## config.mk

```make
export PLATFORM = sky130hd
export DESIGN_NAME = magnetometer_correct_and_monitor_flat
export DESIGN_NICKNAME = d
export VERILOG_FILES = /design/src/sv/mcm_pkg.sv /design/src/sv/mcm_sample_if.sv /design/src/sv/mcm_result_if.sv /design/src/sv/mcm_cfg_if.sv /design/src/sv/magnetometer_correct_and_monitor.sv /design/src/sv/mcm_ctrl.sv /design/src/sv/mcm_dp.sv /design/src/flat_wrapper.sv
export SDC_FILE = /design/constraint.sdc
export NUM_CORES = 2
export LEC_CHECK = 0
export BUFFER_PORTS_ARGS = -buffer_cell sky130_fd_sc_hd__buf_4
export CAP_MARGIN = 5
export CORE_MARGIN = 1.5
export CORE_UTILIZATION = 38
export DETAILED_ROUTE_END_ITERATION = 7
export GPL_TIMING_DRIVEN = 0
export SYNTH_ARGS = -nofsm -noshare
export SYNTH_HDL_FRONTEND = slang
export SYNTH_HIERARCHICAL = 1
export SYNTH_SLANG_ARGS = --single-unit
```

## constraint.sdc

```tcl
create_clock -name clk -period 20 [get_ports clk]
set_clock_uncertainty 0.05 [all_clocks]
set_input_delay 4 -clock clk [delete_from_list [all_inputs] [get_ports clk]]
set_output_delay 4 -clock clk [all_outputs]
set_load 0.005 [all_outputs]
```

## src/sv/mcm_pkg.sv

```systemverilog
// ----------------------------------------------------------------------------
// mcm_pkg
// Shared widths, register indexes, constants and the controller command
// bundle for the magnetometer correction and monitor block.
// ----------------------------------------------------------------------------
package mcm_pkg;

	localparam int RAW_W        = 16;
	localparam int SCALE_W      = 15;
	localparam int MAG_W        = 16;
	localparam int RATIO_W      = 16;
	localparam int FILT_W       = 24;
	localparam int CFG_IDX_W    = 3;
	localparam int CFG_DATA_W   = 16;
	localparam int NUM_AXES     = 3;
	localparam int CNT_W        = 4;

	localparam int STUCK_LIMIT_DEF = 50;

	localparam int SQRT_STEPS   = MAG_W;
	localparam int DIV_STEPS    = RATIO_W;

	typedef logic [CFG_IDX_W-1:0] reg_idx_t;
	typedef logic [1:0]           axis_t;

	localparam reg_idx_t REG_OFFSET_X        = 3'd0;
	localparam reg_idx_t REG_OFFSET_Y        = 3'd1;
	localparam reg_idx_t REG_OFFSET_Z        = 3'd2;
	localparam reg_idx_t REG_SCALE_X         = 3'd3;
	localparam reg_idx_t REG_SCALE_Y         = 3'd4;
	localparam reg_idx_t REG_SCALE_Z         = 3'd5;
	localparam reg_idx_t REG_EARTH_MAGNITUDE = 3'd6;

	localparam axis_t AXIS_X = 2'd0;
	localparam axis_t AXIS_Y = 2'd1;
	localparam axis_t AXIS_Z = 2'd2;

	localparam logic [SCALE_W-1:0] SCALE_ONE     = 15'd16384;
	localparam logic [MAG_W-1:0]   EARTH_MAG_DEF = 16'd4000;

	// Division by 100 as a multiplication by ceil(2^37 / 100).
	localparam logic [15:0] DIV100_MUL_LO = 16'h851F;
	localparam logic [15:0] DIV100_MUL_HI = 16'h51EB;
	localparam int          DIV100_SHIFT  = 37;
	localparam logic [6:0]  FILT_KEEP     = 7'd99;

	typedef struct packed {
		logic  load;
		logic  mul_en;
		logic  mul_sq;
		axis_t mul_axis;
		logic  wr_en;
		axis_t wr_axis;
		logic  acc_en;
		logic  sqrt_en;
		logic  sqrt_first;
		logic  div_en;
		logic  div_first;
		logic  flt_sum;
		logic  flt_lo;
		logic  flt_hi;
		logic  flt_upd;
		logic  out_load;
	} mcm_cmd_t;

endpackage

```

## src/sv/mcm_sample_if.sv

```systemverilog
// ----------------------------------------------------------------------------
// mcm_sample_if
// Input channel: one raw three-axis magnetometer sample per item.
// ----------------------------------------------------------------------------
interface mcm_sample_if;
	logic                               valid;
	logic                               ready;
	logic signed [mcm_pkg::RAW_W-1:0]   raw_x;
	logic signed [mcm_pkg::RAW_W-1:0]   raw_y;
	logic signed [mcm_pkg::RAW_W-1:0]   raw_z;

	modport source (output valid, raw_x, raw_y, raw_z, input ready);
	modport sink (input valid, raw_x, raw_y, raw_z, output ready);
endinterface

```

## src/sv/mcm_result_if.sv

```systemverilog
// ----------------------------------------------------------------------------
// mcm_result_if
// Output channel: corrected field, filtered magnitude ratio and stuck flag.
// ----------------------------------------------------------------------------
interface mcm_result_if;
	logic                               valid;
	logic                               ready;
	logic signed [mcm_pkg::RAW_W-1:0]   field_x;
	logic signed [mcm_pkg::RAW_W-1:0]   field_y;
	logic signed [mcm_pkg::RAW_W-1:0]   field_z;
	logic [mcm_pkg::RATIO_W-1:0]        field_ratio;
	logic                               sensor_stuck;

	modport source (output valid, field_x, field_y, field_z, field_ratio, sensor_stuck,
		input ready);
	modport sink (input valid, field_x, field_y, field_z, field_ratio, sensor_stuck,
		output ready);
endinterface

```

## src/sv/mcm_cfg_if.sv

```systemverilog
// ----------------------------------------------------------------------------
// mcm_cfg_if
// Configuration write channel: register index and write data.
// ----------------------------------------------------------------------------
interface mcm_cfg_if;
	logic                              valid;
	logic                              ready;
	logic [mcm_pkg::CFG_IDX_W-1:0]     index;
	logic [mcm_pkg::CFG_DATA_W-1:0]    data;

	modport source (output valid, index, data, input ready);
	modport sink (input valid, index, data, output ready);
endinterface

```

## src/sv/magnetometer_correct_and_monitor.sv

```systemverilog
// ----------------------------------------------------------------------------
// magnetometer_correct_and_monitor
// Hard and soft iron correction of a three-axis sample, with a filtered
// field magnitude ratio and a stuck-sensor flag.
// ----------------------------------------------------------------------------
// An accepted item passes through correction, sum of squares, the serial square
// root, the bit-serial divider, the filter and the output load, which waits
// while the output register holds a result not yet taken. A new item is taken
// only in idle, and the output register lets it start while a result waits.
// Reset clears the previous sample, the repeat count and the filter, and loads
// the register defaults. Configuration writes are taken in every cycle.
module magnetometer_correct_and_monitor #(
	parameter int STUCK_LIMIT = mcm_pkg::STUCK_LIMIT_DEF
) (
	input  logic         clk,
	input  logic         arst_n,
	mcm_sample_if.sink   sample,
	mcm_result_if.source result,
	mcm_cfg_if.sink      cfg
);
	import mcm_pkg::*;

	mcm_cmd_t cmd;

	assign cfg.ready = 1'b1;

	mcm_ctrl u_ctrl (
		.clk       (clk),
		.arst_n    (arst_n),
		.in_valid  (sample.valid),
		.in_ready  (sample.ready),
		.out_valid (result.valid),
		.out_ready (result.ready),
		.cmd       (cmd)
	);

	mcm_dp #(
		.STUCK_LIMIT (STUCK_LIMIT)
	) u_dp (
		.clk          (clk),
		.arst_n       (arst_n),
		.cmd          (cmd),
		.raw_x        (sample.raw_x),
		.raw_y        (sample.raw_y),
		.raw_z        (sample.raw_z),
		.cfg_valid    (cfg.valid),
		.cfg_index    (cfg.index),
		.cfg_data     (cfg.data),
		.field_x      (result.field_x),
		.field_y      (result.field_y),
		.field_z      (result.field_z),
		.field_ratio  (result.field_ratio),
		.sensor_stuck (result.sensor_stuck)
	);

endmodule

```

## src/sv/mcm_ctrl.sv

```systemverilog
// ----------------------------------------------------------------------------
// mcm_ctrl
// Sequencer: steps the datapath through correction, sum of squares, square
// root, ratio division and filter update, then hands the item to the output.
// ----------------------------------------------------------------------------
module mcm_ctrl (
	input  logic              clk,
	input  logic              arst_n,
	input  logic              in_valid,
	output logic              in_ready,
	output logic              out_valid,
	input  logic              out_ready,
	output mcm_pkg::mcm_cmd_t cmd
);
	import mcm_pkg::*;

	localparam logic [2:0] S_IDLE = 3'd0;
	localparam logic [2:0] S_COR  = 3'd1;
	localparam logic [2:0] S_SQ   = 3'd2;
	localparam logic [2:0] S_SQRT = 3'd3;
	localparam logic [2:0] S_DIV  = 3'd4;
	localparam logic [2:0] S_FLT  = 3'd5;
	localparam logic [2:0] S_OUT  = 3'd6;

	localparam logic [CNT_W-1:0] PASS_LAST = CNT_W'(NUM_AXES);
	localparam logic [CNT_W-1:0] FLT_LAST  = 4'd3;
	localparam logic [CNT_W-1:0] SQRT_LAST = CNT_W'(SQRT_STEPS - 1);
	localparam logic [CNT_W-1:0] DIV_LAST  = CNT_W'(DIV_STEPS - 1);

	logic [2:0]       state_q, state_d;
	logic [CNT_W-1:0] cnt_q, cnt_d;
	logic             out_valid_q;

	always_comb begin
		cmd      = '0;
		state_d  = state_q;
		cnt_d    = cnt_q + 1'b1;
		in_ready = 1'b0;
		case (state_q)
			S_IDLE: begin
				in_ready = 1'b1;
				cnt_d    = '0;
				if (in_valid) begin
					cmd.load = 1'b1;
					state_d  = S_COR;
				end
			end
			S_COR: begin
				cmd.mul_en   = (cnt_q != PASS_LAST);
				cmd.mul_axis = cnt_q[1:0];
				cmd.wr_en    = (cnt_q != '0);
				cmd.wr_axis  = cnt_q[1:0] - 2'd1;
				if (cnt_q == PASS_LAST) begin
					state_d = S_SQ;
					cnt_d   = '0;
				end
			end
			S_SQ: begin
				cmd.mul_en   = (cnt_q != PASS_LAST);
				cmd.mul_sq   = 1'b1;
				cmd.mul_axis = cnt_q[1:0];
				cmd.acc_en   = (cnt_q != '0);
				if (cnt_q == PASS_LAST) begin
					state_d = S_SQRT;
					cnt_d   = '0;
				end
			end
			S_SQRT: begin
				cmd.sqrt_en    = 1'b1;
				cmd.sqrt_first = (cnt_q == '0);
				if (cnt_q == SQRT_LAST) begin
					state_d = S_DIV;
					cnt_d   = '0;
				end
			end
			S_DIV: begin
				cmd.div_en    = 1'b1;
				cmd.div_first = (cnt_q == '0);
				if (cnt_q == DIV_LAST) begin
					state_d = S_FLT;
					cnt_d   = '0;
				end
			end
			S_FLT: begin
				cmd.flt_sum = (cnt_q == 4'd0);
				cmd.flt_lo  = (cnt_q == 4'd1);
				cmd.flt_hi  = (cnt_q == 4'd2);
				cmd.flt_upd = (cnt_q == FLT_LAST);
				if (cnt_q == FLT_LAST) begin
					state_d = S_OUT;
					cnt_d   = '0;
				end
			end
			S_OUT: begin
				cnt_d = '0;
				if (!out_valid_q || out_ready) begin
					cmd.out_load = 1'b1;
					state_d      = S_IDLE;
				end
			end
			default: begin
				state_d = S_IDLE;
				cnt_d   = '0;
			end
		endcase
	end

	always_ff @(posedge clk or negedge arst_n) begin
		if (!arst_n) begin
			state_q     <= S_IDLE;
			cnt_q       <= '0;
			out_valid_q <= 1'b0;
		end else begin
			state_q <= state_d;
			cnt_q   <= cnt_d;
			if (cmd.out_load) begin
				out_valid_q <= 1'b1;
			end else if (out_ready) begin
				out_valid_q <= 1'b0;
			end
		end
	end

	assign out_valid = out_valid_q;

	a_accept_starts: assert property (@(posedge clk) disable iff (!arst_n)
		(in_valid && in_ready) |=> (state_q == S_COR && cnt_q == '0))
		else $error("accepted item did not start the correction pass");

	a_div_after_sqrt: assert property (@(posedge clk) disable iff (!arst_n)
		(state_q == S_DIV && cnt_q == '0) |-> ($past(state_q) == S_SQRT))
		else $error("division started without a finished square root");

	a_pass_bound: assert property (@(posedge clk) disable iff (!arst_n)
		(state_q == S_COR || state_q == S_SQ || state_q == S_FLT) |-> (cnt_q <= PASS_LAST))
		else $error("step counter ran past a short pass");

	a_out_free: assert property (@(posedge clk) disable iff (!arst_n)
		cmd.out_load |-> (!out_valid_q || out_ready))
		else $error("output register overwritten while holding an item");

endmodule

```

## src/sv/mcm_dp.sv

```systemverilog
// ----------------------------------------------------------------------------
// mcm_dp
// Datapath: configuration registers, stuck detector, shared axis multiplier,
// digit-serial square root, bit-serial ratio divider, low-pass filter and
// output register.
// ----------------------------------------------------------------------------
module mcm_dp #(
	parameter int STUCK_LIMIT = mcm_pkg::STUCK_LIMIT_DEF
) (
	input  logic                                  clk,
	input  logic                                  arst_n,
	input  mcm_pkg::mcm_cmd_t                     cmd,
	input  logic signed [mcm_pkg::RAW_W-1:0]      raw_x,
	input  logic signed [mcm_pkg::RAW_W-1:0]      raw_y,
	input  logic signed [mcm_pkg::RAW_W-1:0]      raw_z,
	input  logic                                  cfg_valid,
	input  logic [mcm_pkg::CFG_IDX_W-1:0]         cfg_index,
	input  logic [mcm_pkg::CFG_DATA_W-1:0]        cfg_data,
	output logic signed [mcm_pkg::RAW_W-1:0]      field_x,
	output logic signed [mcm_pkg::RAW_W-1:0]      field_y,
	output logic signed [mcm_pkg::RAW_W-1:0]      field_z,
	output logic [mcm_pkg::RATIO_W-1:0]           field_ratio,
	output logic                                  sensor_stuck
);
	import mcm_pkg::*;

	localparam int REP_W = $clog2(STUCK_LIMIT + 2);
	localparam logic [REP_W-1:0] REP_LIMIT = REP_W'(STUCK_LIMIT);

	// Configuration.
	logic signed [RAW_W-1:0] off_q [NUM_AXES];
	logic [SCALE_W-1:0]      scl_q [NUM_AXES];
	logic [MAG_W-1:0]        em_q;

	// Sample, stuck detector.
	logic signed [RAW_W-1:0] raw_q  [NUM_AXES];
	logic signed [RAW_W-1:0] prev_q [NUM_AXES];
	logic [REP_W-1:0]        rep_q, rep_d;
	logic                    stuck_q;
	logic                    same;

	// Correction and sum of squares.
	logic signed [RAW_W-1:0] fld_q [NUM_AXES];
	logic signed [RAW_W:0]   mul_a;
	logic signed [RAW_W-1:0] mul_b;
	logic signed [32:0]      mul_p;
	logic signed [32:0]      prod_q;
	logic signed [18:0]      cor_sh;
	logic signed [RAW_W-1:0] cor_sat;
	logic [31:0]             acc_q;

	// Square root.
	logic [31:0]     rad_q, rad_in;
	logic [16:0]     rem_q, rem_in;
	logic [MAG_W-1:0] root_q, root_in;
	logic [18:0]     rem_try, rem_trial;
	logic            sq_ge;

	// Ratio division.
	logic               ovf_q;
	logic [MAG_W-1:0]   drem_q, drem_in;
	logic [RATIO_W-1:0] dnum_q, dnum_in;
	logic [RATIO_W-1:0] quot_q, quot_in;
	logic [MAG_W:0]     dtry;
	logic               dv_ge;
	logic [RATIO_W-1:0] ratio;

	// Filter.
	logic [31:0]       x_q;
	logic [47:0]       plo_q, phi_q, pmul;
	logic [63:0]       ptot;
	logic [FILT_W-1:0] filt_q;

	// Output register.
	logic signed [RAW_W-1:0] ofld_q [NUM_AXES];
	logic [RATIO_W-1:0]      oratio_q;
	logic                    ostuck_q;

	always_ff @(posedge clk or negedge arst_n) begin
		if (!arst_n) begin
			off_q[AXIS_X] <= '0;
			off_q[AXIS_Y] <= '0;
			off_q[AXIS_Z] <= '0;
			scl_q[AXIS_X] <= SCALE_ONE;
			scl_q[AXIS_Y] <= SCALE_ONE;
			scl_q[AXIS_Z] <= SCALE_ONE;
			em_q          <= EARTH_MAG_DEF;
		end else if (cfg_valid) begin
			case (cfg_index)
				REG_OFFSET_X:        off_q[AXIS_X] <= $signed(cfg_data);
				REG_OFFSET_Y:        off_q[AXIS_Y] <= $signed(cfg_data);
				REG_OFFSET_Z:        off_q[AXIS_Z] <= $signed(cfg_data);
				REG_SCALE_X:         scl_q[AXIS_X] <= cfg_data[SCALE_W-1:0];
				REG_SCALE_Y:         scl_q[AXIS_Y] <= cfg_data[SCALE_W-1:0];
				REG_SCALE_Z:         scl_q[AXIS_Z] <= cfg_data[SCALE_W-1:0];
				REG_EARTH_MAGNITUDE: em_q <= cfg_data[MAG_W-1:0];
				default: ;
			endcase
		end
	end

	assign same = (raw_x == prev_q[AXIS_X]) && (raw_y == prev_q[AXIS_Y]) &&
		(raw_z == prev_q[AXIS_Z]);

	always_comb begin
		if (!same) begin
			rep_d = '0;
		end else if (rep_q <= REP_LIMIT) begin
			rep_d = rep_q + 1'b1;
		end else begin
			rep_d = rep_q;
		end
	end

	always_ff @(posedge clk or negedge arst_n) begin
		if (!arst_n) begin
			prev_q[AXIS_X] <= '0;
			prev_q[AXIS_Y] <= '0;
			prev_q[AXIS_Z] <= '0;
			rep_q          <= '0;
			stuck_q        <= 1'b0;
			filt_q         <= '0;
		end else begin
			if (cmd.load) begin
				prev_q[AXIS_X] <= raw_x;
				prev_q[AXIS_Y] <= raw_y;
				prev_q[AXIS_Z] <= raw_z;
				rep_q          <= rep_d;
				stuck_q        <= (rep_d > REP_LIMIT);
			end
			if (cmd.flt_upd) begin
				filt_q <= ptot[DIV100_SHIFT +: FILT_W];
			end
		end
	end

	// Shared multiplier: (raw - offset) * scale, or a corrected axis squared.
	always_comb begin
		if (cmd.mul_sq) begin
			mul_a = (RAW_W+1)'(fld_q[cmd.mul_axis]);
			mul_b = fld_q[cmd.mul_axis];
		end else begin
			mul_a = (RAW_W+1)'(raw_q[cmd.mul_axis]) - (RAW_W+1)'(off_q[cmd.mul_axis]);
			mul_b = $signed({1'b0, scl_q[cmd.mul_axis]});
		end
		mul_p = mul_a * mul_b;
	end

	// The arithmetic shift gives floor rounding; then saturate to 16 bits.
	assign cor_sh = prod_q[32:14];
	always_comb begin
		if (cor_sh[18:15] != {4{cor_sh[15]}}) begin
			cor_sat = cor_sh[18] ? 16'sh8000 : 16'sh7FFF;
		end else begin
			cor_sat = cor_sh[15:0];
		end
	end

	// One result bit of the square root per step.
	always_comb begin
		rad_in    = cmd.sqrt_first ? acc_q : rad_q;
		rem_in    = cmd.sqrt_first ? '0 : rem_q;
		root_in   = cmd.sqrt_first ? '0 : root_q;
		rem_try   = {rem_in, rad_in[31:30]};
		rem_trial = {1'b0, root_in, 2'b01};
		sq_ge     = (rem_try >= rem_trial);
	end

	// One quotient bit of (root * 16384) / earth_magnitude per step.
	always_comb begin
		drem_in = cmd.div_first ? {2'b00, root_q[MAG_W-1:2]} : drem_q;
		dnum_in = cmd.div_first ? {root_q[1:0], 14'd0} : dnum_q;
		quot_in = cmd.div_first ? '0 : quot_q;
		dtry    = {drem_in, dnum_in[RATIO_W-1]};
		dv_ge   = (dtry >= {1'b0, em_q});
	end

	assign ratio = ovf_q ? '1 : quot_q;
	assign pmul  = 48'(x_q) * 48'(cmd.flt_lo ? DIV100_MUL_LO : DIV100_MUL_HI);
	assign ptot  = {phi_q, 16'd0} + {16'd0, plo_q};

	always_ff @(posedge clk) begin
		if (cmd.load) begin
			raw_q[AXIS_X] <= raw_x;
			raw_q[AXIS_Y] <= raw_y;
			raw_q[AXIS_Z] <= raw_z;
			acc_q         <= '0;
		end else if (cmd.acc_en) begin
			acc_q <= acc_q + prod_q[31:0];
		end
		if (cmd.mul_en) begin
			prod_q <= mul_p;
		end
		if (cmd.wr_en) begin
			fld_q[cmd.wr_axis] <= cor_sat;
		end
		if (cmd.sqrt_en) begin
			rad_q  <= {rad_in[29:0], 2'b00};
			rem_q  <= sq_ge ? 17'(rem_try - rem_trial) : rem_try[16:0];
			root_q <= {root_in[MAG_W-2:0], sq_ge};
		end
		if (cmd.div_en) begin
			if (cmd.div_first) begin
				ovf_q <= ({2'b00, root_q} >= {em_q, 2'b00});
			end
			drem_q <= dv_ge ? MAG_W'(dtry - {1'b0, em_q}) : dtry[MAG_W-1:0];
			dnum_q <= {dnum_in[RATIO_W-2:0], 1'b0};
			quot_q <= {quot_in[RATIO_W-2:0], dv_ge};
		end
		if (cmd.flt_sum) begin
			x_q <= 32'(filt_q) * 32'(FILT_KEEP) + 32'({ratio, 8'd0});
		end
		if (cmd.flt_lo) begin
			plo_q <= pmul;
		end
		if (cmd.flt_hi) begin
			phi_q <= pmul;
		end
		if (cmd.out_load) begin
			ofld_q[AXIS_X] <= fld_q[AXIS_X];
			ofld_q[AXIS_Y] <= fld_q[AXIS_Y];
			ofld_q[AXIS_Z] <= fld_q[AXIS_Z];
			oratio_q       <= filt_q[FILT_W-1 -: RATIO_W];
			ostuck_q       <= stuck_q;
		end
	end

	assign field_x      = ofld_q[AXIS_X];
	assign field_y      = ofld_q[AXIS_Y];
	assign field_z      = ofld_q[AXIS_Z];
	assign field_ratio  = oratio_q;
	assign sensor_stuck = ostuck_q;

	a_rep_bound: assert property (@(posedge clk) disable iff (!arst_n)
		rep_q <= REP_W'(STUCK_LIMIT + 1))
		else $error("repeat count passed its saturation value");

	a_stuck_match: assert property (@(posedge clk) disable iff (!arst_n)
		stuck_q == (rep_q > REP_LIMIT))
		else $error("stuck flag disagrees with the repeat count");

	a_zero_mag_sat: assert property (@(posedge clk) disable iff (!arst_n)
		(cmd.div_first && em_q == '0) |=> ovf_q)
		else $error("zero expected magnitude did not saturate the ratio");

endmodule

```

## src/flat_wrapper.sv

```systemverilog
// flat-port wrapper written by rule: the top's interface ports become plain ports
module magnetometer_correct_and_monitor_flat import mcm_pkg::*;
#(
	parameter int STUCK_LIMIT = mcm_pkg::STUCK_LIMIT_DEF
)
  (clk, arst_n, sample_valid, sample_raw_x, sample_raw_y, sample_raw_z, sample_ready, result_valid, result_field_x, result_field_y, result_field_z, result_field_ratio, result_sensor_stuck, result_ready, cfg_valid, cfg_index, cfg_data, cfg_ready);
  mcm_sample_if sample_i ();
  mcm_result_if result_i ();
  mcm_cfg_if cfg_i ();
  input  logic clk;
  input  logic arst_n;
  input wire logic [$bits(sample_i.valid)-1:0] sample_valid;
  input wire logic [$bits(sample_i.raw_x)-1:0] sample_raw_x;
  input wire logic [$bits(sample_i.raw_y)-1:0] sample_raw_y;
  input wire logic [$bits(sample_i.raw_z)-1:0] sample_raw_z;
  output wire logic [$bits(sample_i.ready)-1:0] sample_ready;
  output wire logic [$bits(result_i.valid)-1:0] result_valid;
  output wire logic [$bits(result_i.field_x)-1:0] result_field_x;
  output wire logic [$bits(result_i.field_y)-1:0] result_field_y;
  output wire logic [$bits(result_i.field_z)-1:0] result_field_z;
  output wire logic [$bits(result_i.field_ratio)-1:0] result_field_ratio;
  output wire logic [$bits(result_i.sensor_stuck)-1:0] result_sensor_stuck;
  input wire logic [$bits(result_i.ready)-1:0] result_ready;
  input wire logic [$bits(cfg_i.valid)-1:0] cfg_valid;
  input wire logic [$bits(cfg_i.index)-1:0] cfg_index;
  input wire logic [$bits(cfg_i.data)-1:0] cfg_data;
  output wire logic [$bits(cfg_i.ready)-1:0] cfg_ready;
  assign sample_i.valid = sample_valid;
  assign sample_i.raw_x = sample_raw_x;
  assign sample_i.raw_y = sample_raw_y;
  assign sample_i.raw_z = sample_raw_z;
  assign sample_ready = sample_i.ready;
  assign result_valid = result_i.valid;
  assign result_field_x = result_i.field_x;
  assign result_field_y = result_i.field_y;
  assign result_field_z = result_i.field_z;
  assign result_field_ratio = result_i.field_ratio;
  assign result_sensor_stuck = result_i.sensor_stuck;
  assign result_i.ready = result_ready;
  assign cfg_i.valid = cfg_valid;
  assign cfg_i.index = cfg_index;
  assign cfg_i.data = cfg_data;
  assign cfg_ready = cfg_i.ready;
  magnetometer_correct_and_monitor #(.STUCK_LIMIT(STUCK_LIMIT)) u_core (.clk(clk), .arst_n(arst_n), .sample(sample_i), .result(result_i), .cfg(cfg_i));
endmodule
```

==> impl_metrics.env <==
export IMPL_core_um2=146000
export IMPL_tns_ps=0
export IMPL_cts_buffer_depth=3
export IMPL_rsz0062_at_grt="no"
export IMPL_worstSkewPairLatency_ps=660
export IMPL_holdPathEnd="u_core/u_dp/ofld_q[0][9]"
export IMPL_route_antenna_remaining_nets=0
export IMPL_hold_viol=0
export IMPL_synth_seq_area_share=0.321
export IMPL_seq_area_um2=18000
export IMPL_antenna_found_initial=9
export IMPL_rr_startpoint="u_core/u_ctrl/state_q[1]"
export IMPL_cts_sinks=644
export IMPL_synth_cells=5128
export IMPL_ios=140
export IMPL_hp_start="u_core/u_dp/fld_q[0][9]"
export IMPL_crit_arrival_ps=14540
export IMPL_min_path_cells=0
export IMPL_crit_path_start_kind="flip-flop"
export IMPL_period_share=0.710
export IMPL_die_area_um2=150000
export IMPL_cp_common_cell="fa_1"
export IMPL_hp_class="reg -> reg"
export IMPL_numCtsBuffers=69
export IMPL_grt_max_degree=116
export IMPL_nFillCells=14000
export IMPL_r2r_slack_ps=5790
export IMPL_yosys_most_used_dff="edfxtp_1"
export IMPL_final_cell_mix="inv_1 (947), fa_1 (654), ha_1 (459), edfxtp_1 (416), nand2_1 (309)"
export IMPL_totalWireLength_um=138000
export IMPL_routedWlPerCell_um=18.7
export IMPL_synth_top_cell_area_share=0.233
export IMPL_worstPathRequired_ps=20330
export IMPL_clkTransAtPathRegs_ps=60
export IMPL_tightestPinTransition_ps=1290
export IMPL_async_flop_share=0.304
export IMPL_avgSynthCellArea_um2=11.0
export IMPL_cts_repair_resized=0
export IMPL_firstDrtPassIters=6
export IMPL_synthTopCellsByArea="fa_1 (23%), edfxtp_1 (22%), ha_1 (10%)"
export IMPL_slew_headroom=0.141
export IMPL_critical_path_class="reg -> reg"
export IMPL_syn_area_um2=56200
export IMPL_grt_first_pass_wirelength_um=221000
export IMPL_ys_types=98
export IMPL_drive_above_1_share=0.108
export IMPL_routed_via_density=5.00
export IMPL_die_w_um=388
export IMPL_cts_tree="built"
export IMPL_grt_pass1_vias=39200
export IMPL_synth_largest_area_cell="fa_1"
export IMPL_cts_hold_buf=0
export IMPL_reg2reg_depth=40
export IMPL_clock_fmax_ghz=0.0704
export IMPL_cpMaxStageDelayCell="clkbuf_1"
export IMPL_clockRootBuffer="clkbuf_16"
export IMPL_synth_edf_count=416
export IMPL_ys_seq_elements=644
export IMPL_fin_crit_ps=14210
export IMPL_final_common_cell="inv_1"
export IMPL_drv_slew=0
export IMPL_crit_path_end_kind="flip-flop"
export IMPL_drc=0
export IMPL_multi_input_area_um2=34400
export IMPL_cts_htree_levels=3
export IMPL_fp_dieH_um=388
export IMPL_outcome="completed"
export IMPL_r2r_end="u_core/u_dp/prod_q[31]"
export IMPL_path_max_fanout=10
export IMPL_yosysWarnings=6
export IMPL_fin_nets=6591
export IMPL_drtIter0Drc=2140
export IMPL_vias=36900
export IMPL_slowest_delay_ps=930
export IMPL_gr_total_overflow=0
export IMPL_rows=140
export IMPL_start_util=0.384
export IMPL_post_cts_setup_buffer_count=0
export IMPL_finalSetupViolCount=0
export IMPL_routabilityCongestion=0.907
export IMPL_port_buffers=136
export IMPL_grt_usage=0.188
export IMPL_area_growth_pct=10.9
export IMPL_drv_cap=0
export IMPL_dp_hpwl_um=115000
logic make-up after synthesis:
family,synth area share
compound gates,0.0743
mux,0.0691
flops,0.321
simple gates,0.0936
fa+ha+maj,0.335
xor+xnor,0.0346
buf+inv,0.0718
other cells,0.000200
routing by layer:
| metal | GRT usage | up-vias | wire (um) |
|---|---|---|---|
| li1 | - | 17400 | - |
| met1 | 0.249 | 18500 | 60500 |
| met2 | 0.316 | 794 | 66900 |
| met3 | 0.0309 | 190 | 7180 |
| met4 | 0.0557 | 8 | 3530 |
| met5 | 0 | - | 54 |
area by class of cell:
| type | count | area share |
|---|---|---|
| multi-input cells | 3482 | 0.551 |
| flip-flops and latches | 644 | 0.290 |
| inverters | 948 | 0.0571 |
| well taps | 1917 | 0.0385 |
| clock buffers | 90 | 0.0306 |
| repair buffers | 146 | 0.0196 |
| plain buffers | 115 | 0.00767 |
| clock inverters | 36 | 0.00562 |
| diodes | 3 | 0.000120 |
synth_stat cells (42+ instances only):
cell type,number
mux2_2,228
dfrtp_1,187
nor2_1,306
a21oi_1,190
and2_1,43
inv_1,948
nor2b_1,77
edfxtp_1,416
fa_1,654
a21o_1,83
xnor2_1,114
ha_1,459
nand2_1,309
mux2i_1,86
xor2_1,108
or2_2,42
clkbuf_1,92
o21ai_0,150
nand2b_1,106
nand3_1,43
registers in the layout, summed over array words and instances (netlist names), 33 cells and up:
name	cells
u_core/u_dp/ofld_q	48
u_core/u_dp/fld_q	64
u_core/u_dp/raw_q	48
u_core/u_dp/scl_q	45
u_core/u_dp/phi_q	45
u_core/u_dp/prod_q	33
u_core/u_dp/off_q	48
u_core/u_dp/prev_q	48
worst max-delay path by stage:
stage,from,to,cells after the start
floorplan,u_core/u_ctrl/state_q[1],u_core/u_dp/prod_q[27],40
global placement,u_core/u_ctrl/state_q[1],u_core/u_dp/prod_q[31],40
detailed placement,u_core/u_ctrl/state_q[1],u_core/u_dp/prod_q[31],40
CTS,u_core/u_ctrl/state_q[1],u_core/u_dp/prod_q[31],40
global route,u_core/u_ctrl/state_q[1],u_core/u_dp/prod_q[32],42
finish,u_core/u_ctrl/state_q[1],u_core/u_dp/prod_q[31],40
critical path: cells and delay by family (launching register included):
family	cells	cell delay, ps
multiplexers	1	260
AO/OA/AOI/OAI	14	3520
XOR/XNOR	1	280
AND/OR/NAND/NOR	7	1990
adder cells (fa/ha/maj)	8	3730
flip-flops	1	400
buffers and inverters	9	3670
per-stage QoR:
step	hold slack (ps)	util	setup WS [ps]	cells	instance area, um2
after global routing	399	0.426	4840	7379	62300
after floorplan	371	-	8850	5189	56400
after global placement	376	0.409	5700	7242	59800
final	390	0.426	5790	7381	62300
after CTS	393	0.426	5710	7378	62300
after detailed placement	381	0.411	5760	7252	60100
Power is not shown: default switching activity piles up to over one toggle a cycle in this logic, so the estimate is an artifact.
